$ cat config.mk
export PLATFORM = sky130hd
export DESIGN_NAME = pct_ram
export DESIGN_NICKNAME = d
export VERILOG_FILES = /design/src/hdl/packed_component_table_defines.svh /design/src/hdl/pct_ram.sv
export SDC_FILE = /design/constraint.sdc
export NUM_CORES = 1
export LEC_CHECK = 0
export BUFFER_PORTS_ARGS = -buffer_cell sky130_fd_sc_hd__buf_4
export CAP_MARGIN = 20
export CELL_PAD_IN_SITES_DETAIL_PLACEMENT = 0
export CELL_PAD_IN_SITES_GLOBAL_PLACEMENT = 1
export CORE_UTILIZATION = 53
export CTS_CLUSTER_SIZE = 40
export DETAILED_ROUTE_END_ITERATION = 8
export GPL_TIMING_DRIVEN = 0
export PLACE_DENSITY = 0.79
export SKIP_LAST_GASP = 1
export SLEW_MARGIN = 0
export SYNTH_ARGS = -nofsm -noshare
export SYNTH_HDL_FRONTEND = slang
export SYNTH_SLANG_ARGS = --single-unit
$ cat constraint.sdc
create_clock -name clk -period 2.2 [get_ports clk]
set_input_delay 0.33 -clock clk [delete_from_list [all_inputs] [get_ports clk]]
set_output_delay 0.33 -clock clk [all_outputs]
set_load 0.05 [all_outputs]
$ cat src/hdl/packed_component_table_defines.svh
// Assertion macros shared by the packed component table RTL.
// Included by packed_component_table for its concurrent assertions; no other dependencies.
`ifndef PACKED_COMPONENT_TABLE_DEFINES_SVH
`define PACKED_COMPONENT_TABLE_DEFINES_SVH
`ifndef SYNTHESIS
`define PCT_ASSERT(label, clk, rst_n, prop, msg) \
  label: assert property (@(posedge clk) disable iff (!rst_n) prop) \
    else $error(msg);
`define PCT_ASSERT_NORST(label, clk, prop, msg) \
  label: assert property (@(posedge clk) prop) \
    else $error(msg);
`else
`define PCT_ASSERT(label, clk, rst_n, prop, msg)
`define PCT_ASSERT_NORST(label, clk, prop, msg)
`endif
`endif

$ cat src/hdl/pct_ram.sv
`timescale 1ns / 1ps
// Generic simple dual-port RAM: one write port, one read port, registered read data.
// No dependencies.
module pct_ram #(
  parameter int WIDTH = 8,
  parameter int DEPTH = 16
) (
  input  logic                     clk,
  input  logic                     we,
  input  logic [$clog2(DEPTH)-1:0] waddr,
  input  logic [WIDTH-1:0]         wdata,
  input  logic [$clog2(DEPTH)-1:0] raddr,
  output logic [WIDTH-1:0]         rdata
);

  logic [WIDTH-1:0] mem_r [DEPTH];
  logic [WIDTH-1:0] rdata_r;

  always_ff @(posedge clk) begin
    if (we) begin
      mem_r[waddr] <= wdata;
    end
    rdata_r <= mem_r[raddr];
  end

  assign rdata = rdata_r;

endmodule

# Yosys cells after proc, flatten, opt, wreduce, memory -nomap -nowiden
# Memories as Yosys holds them, arrays and structs flattened. A register that Yosys moved wholly into a read port is not among the register bits.
# Cells that the tools add are included.
# classes
muxes	2
# ops
cell	n
two-way mux 1 bit	2
# totals
reg_bits	0
ramBits	128
in_bits	18
output_inout_bits	8
wordCells	3
n_memories	1
# memory_table
memory	words	width	rd	rd_clocked_by_memory_dff	write_ports	line	rtl
mem_r	16	8	1	1	1	pct_ram.sv:16	logic [WIDTH-1:0] mem_r [DEPTH];

# Logic depth before layout (Yosys ltp)
# logic_depth
ltp_word	2
depth_mapped	5
mapped_depth_nobuf	3

# Worst setup path after synthesis
# Ideal clock, no wire load.
# synth_timing
kind	input -> register
startpoint	input port waddr[2]
endpoint	memory mem_r[0][0] (enable)
setup_ns	0.383
t_arrival_ns	1.440
required_time_ns	1.817
slack_ns	0.377
stages	2
n_path_buf	0
cell_sequence	or3b_2 nor3_1
# synth_lines
item	line	rtl
start, declared	pct_ram.sv:10	input logic [$clog2(DEPTH)-1:0] waddr,
end, declared	pct_ram.sv:16	
# No word-level cell before the write port.

# Worst setup path in the final report
# layout_timing
startpoint	input port waddr[2]
endpoint	memory mem_r[0][2] (enable)
# No word-level cell before the write port.

==> impl_metrics.yaml <==
clock_tree:
  cts_made_buffers: 17
  cts_tree: "yes"
  root_buffer: "clkbuf_8"
  cts_setup_buffers: 0
  clkLatencyLatePin_ns: 0.51
  postCtsHoldBufs: 0
  clkSinkCount: 136
  cts.htree.levels: 4
  clk_pin_slew_ns: 0.06
  cts_max_path_buffers: 2
  ctsResizeCount: 0
sta:
  setup_violations: 0
  finalCritPeriodShare: 0.744
  min_period_ns: 1.64
  rsz0062_at_grt: "false"
  slew-limit-headroom: 0.452
  max_freq_mhz: 611
  maxSlewViolCount: 0
  tightest_slew_ns: 0.820
  hold_viol: 0
  fin_worst_skew_ns: 0.00675
  setup_ws_ns: 0.564
detailed_routing:
  vias_per_cell: 5.61
  first_pass_iters: 4
  num_vias: 2345
  met1Wirelength_mm: 3.92
  wl_mm: 9.19
  first_iter_violations: 300
  wire_per_inst_um: 22.0
  route.met3.wl_um: 630
  ant_nets: 0
  wl_met2_mm: 4.50
  drcViolationCount: 0
  highest_layer: "met4"
final_layout:
  finalNetCount: 294
  finalNonFillerCells: 418
  drive_above_1_share: 0.301
  insertedDiodeCount: 0
  synthToLayoutAreaGrowth_pct: 17.4
  utilization: 0.648
synth:
  synth_cell_type_count: 19
  synth.cells.most_frequent: "edfxtp_1 (128), mux4_2 (18), a22oi_1 (16), mux4_1 (14), nor2_1 (13)"
  ys_seq_elements: 136
  post_synth.cell_area_avg_um2: 22.5
  synthArstFlopShare: 0
  synth_edf_count: 128
  yosysTopAreaCell: "edfxtp_1"
  synth_seq_area_share: 0.778
  post-synth-top-count-cell: "edfxtp_1"
  synth.top_cell.area_share: 0.747
  syn_inst: 229
  synth_ff_type: "edfxtp_1"
  syn_area_um2: 5150
  synth.area.top_cells: "edfxtp_1 (75%), mux4_2 (7.9%), mux4_1 (7.1%), dfxtp_1 (3.1%), a22oi_1 (2.3%)"
  synth_nets: 247
  ys_warn_count: 0
critical_path:
  cp_num_buf_inv: 2
  critPathTopFamily: "simple AND/OR/NAND/NOR gates"
  cp.arrival_ns: 1.86
  path_max_fanout: 5
  cp_common_cell: "buf_4"
  crit_path_cell_trace: "buf_4 -> or3b_2 -> nor3_1 -> buf_4"
  crit_required_ns: 2.43
  critPathLaunchType: "primary input"
  critPathSlowestCell: "nor3_1"
  cpPeakStageDelay_ns: 0.62
  critPathKind: "primary input to flip-flop"
  cp-end-kind: "flip-flop"
grt:
  grt_overflow: 0
  grtUsageTotal: 0.207
  antenna_found_initial: 0
  grt_pass1_wl_mm: 13.8
  grt_max_degree: 17
  grt_pass1_vias: 2362
outcome:
  status: "complete, no violations"
floorplanning:
  io_pins: 26
  initial_utilization: 0.552
  fp-row-count: 35
  core_area_um2: 9330
  die_y_um: 101
  dieArea_um2: 10100
  die_w_um: 101
placed_design:
  place_congestion: 0.677
  dpl.hpwl_mm: 5.89
  place_ws_ns: 0.0131
  place_inst: 386
  io_buffers: 24
pwr:
  p_seq_frac: 0.506
  power_leakage_nw: 2.03
  irDropWorstVdd_v: 0.000494
  p_sw_mw: 1.24
  powerDensity_nw_per_um2: 952
  p_sw_frac: 0.215
  clock_power_share: 0.434
  p_comb_frac: 0.060
  intPower_mw: 4.52
flow_run:
  cap_violations: 0
hold_path:
  hold_class: "primary input to flip-flop"
## power by group through the flow
stage	Combinational, mW	Clock, mW	Sequential, mW
after floorplan	0.147	0	3.02
after global placement	0.343	0	2.96
after detailed placement	0.350	0	2.96
after CTS	0.351	2.53	2.91
after global routing	0.369	2.63	2.92
final	0.346	2.50	2.91
## kinds of logic (layout without fill, tap and decap cells)
family	after synthesis	count (layout)	synth area share
AOI/OAI and AO/OA	16	16	0.0233
buffers and inverters	10	70	0.0168
DFF	136	136	0.778
muxes	32	32	0.150
and+or+nand+nor	35	35	0.0318
## final timing paths
| kind | start | to | slack (ns) | depth (start not counted) |
|---|---|---|---|---|
| setup / recovery | waddr[2] | mem_r[0][2] | 0.56 | 4 |
| hold / removal | wdata[3] | mem_r[13][3] | 0.14 | 1 |
| setup reg to reg | mem_r[5][0] | rdata[0] | 0.79 | 3 |
| hold reg to reg | mem_r[8][3] | rdata[3] | 0.67 | 3 |
## layer usage
layer / track usage / vias to the layer above
li1: - / 1070
met1: 0.290 / 1174
met2: 0.306 / 90
met3: 0.0638 / 11
met4: 0.0836 / 0
met5: 0 / -
## layout by cell type (no fill, tap or decap), types with 2 or more instances in the layout
cell             instances
mux4_1                  14
nor3_1                   4
clkinv_4                 2
dfxtp_1                  8
nand2_1                  9
a22oi_1                 16
clkinv_2                 6
clkbuf_16               16
buf_2                    5
buf_4                   27
nand3b_1                 2
clkdlybuf4s25_2          3
mux4_2                  18
clkinvlp_4               4
buf_6                    3
nand2b_1                 2
clkbuf_1                 2
edfxtp_1               128
nor2_1                  13
## state kept, by name, indices dropped and copies added (netlist names)
signal  cells
mem_r     128
rdata       8
## worst register-to-register path, cell delays in order, from the launching register on
cell	delay [ns]
edfxtp_1	0.35
mux4_1	0.54
a22oi_1	0.30
nand2_1	0.10
## area by class of cell
class | instances | area (um2)
clock inverter | 13 | 108
buffer | 10 | 86.3
tap | 129 | 161
fill | 620 | 3280
clock buffer | 19 | 422
sequential | 136 | 4000
multi-input combinational | 83 | 1060
timing repair buffer | 28 | 205
## metrics by stage
step | power, mW | setup TNS, ns | area [um2] | hold WS [ns]
2_1_floorplan | 3.17 | 0 | 5150 | 0.429
3_3_place_gp | 3.30 | -1.40 | 5490 | 0.647
3_5_place_dp | 3.32 | 0 | 5510 | 0.663
4_1_cts | 5.79 | 0 | 6040 | 0.123
5_1_grt | 5.92 | 0 | 6040 | 0.131
6_report | 5.76 | 0 | 6040 | 0.142
Power figures use the tool's default switching activity.
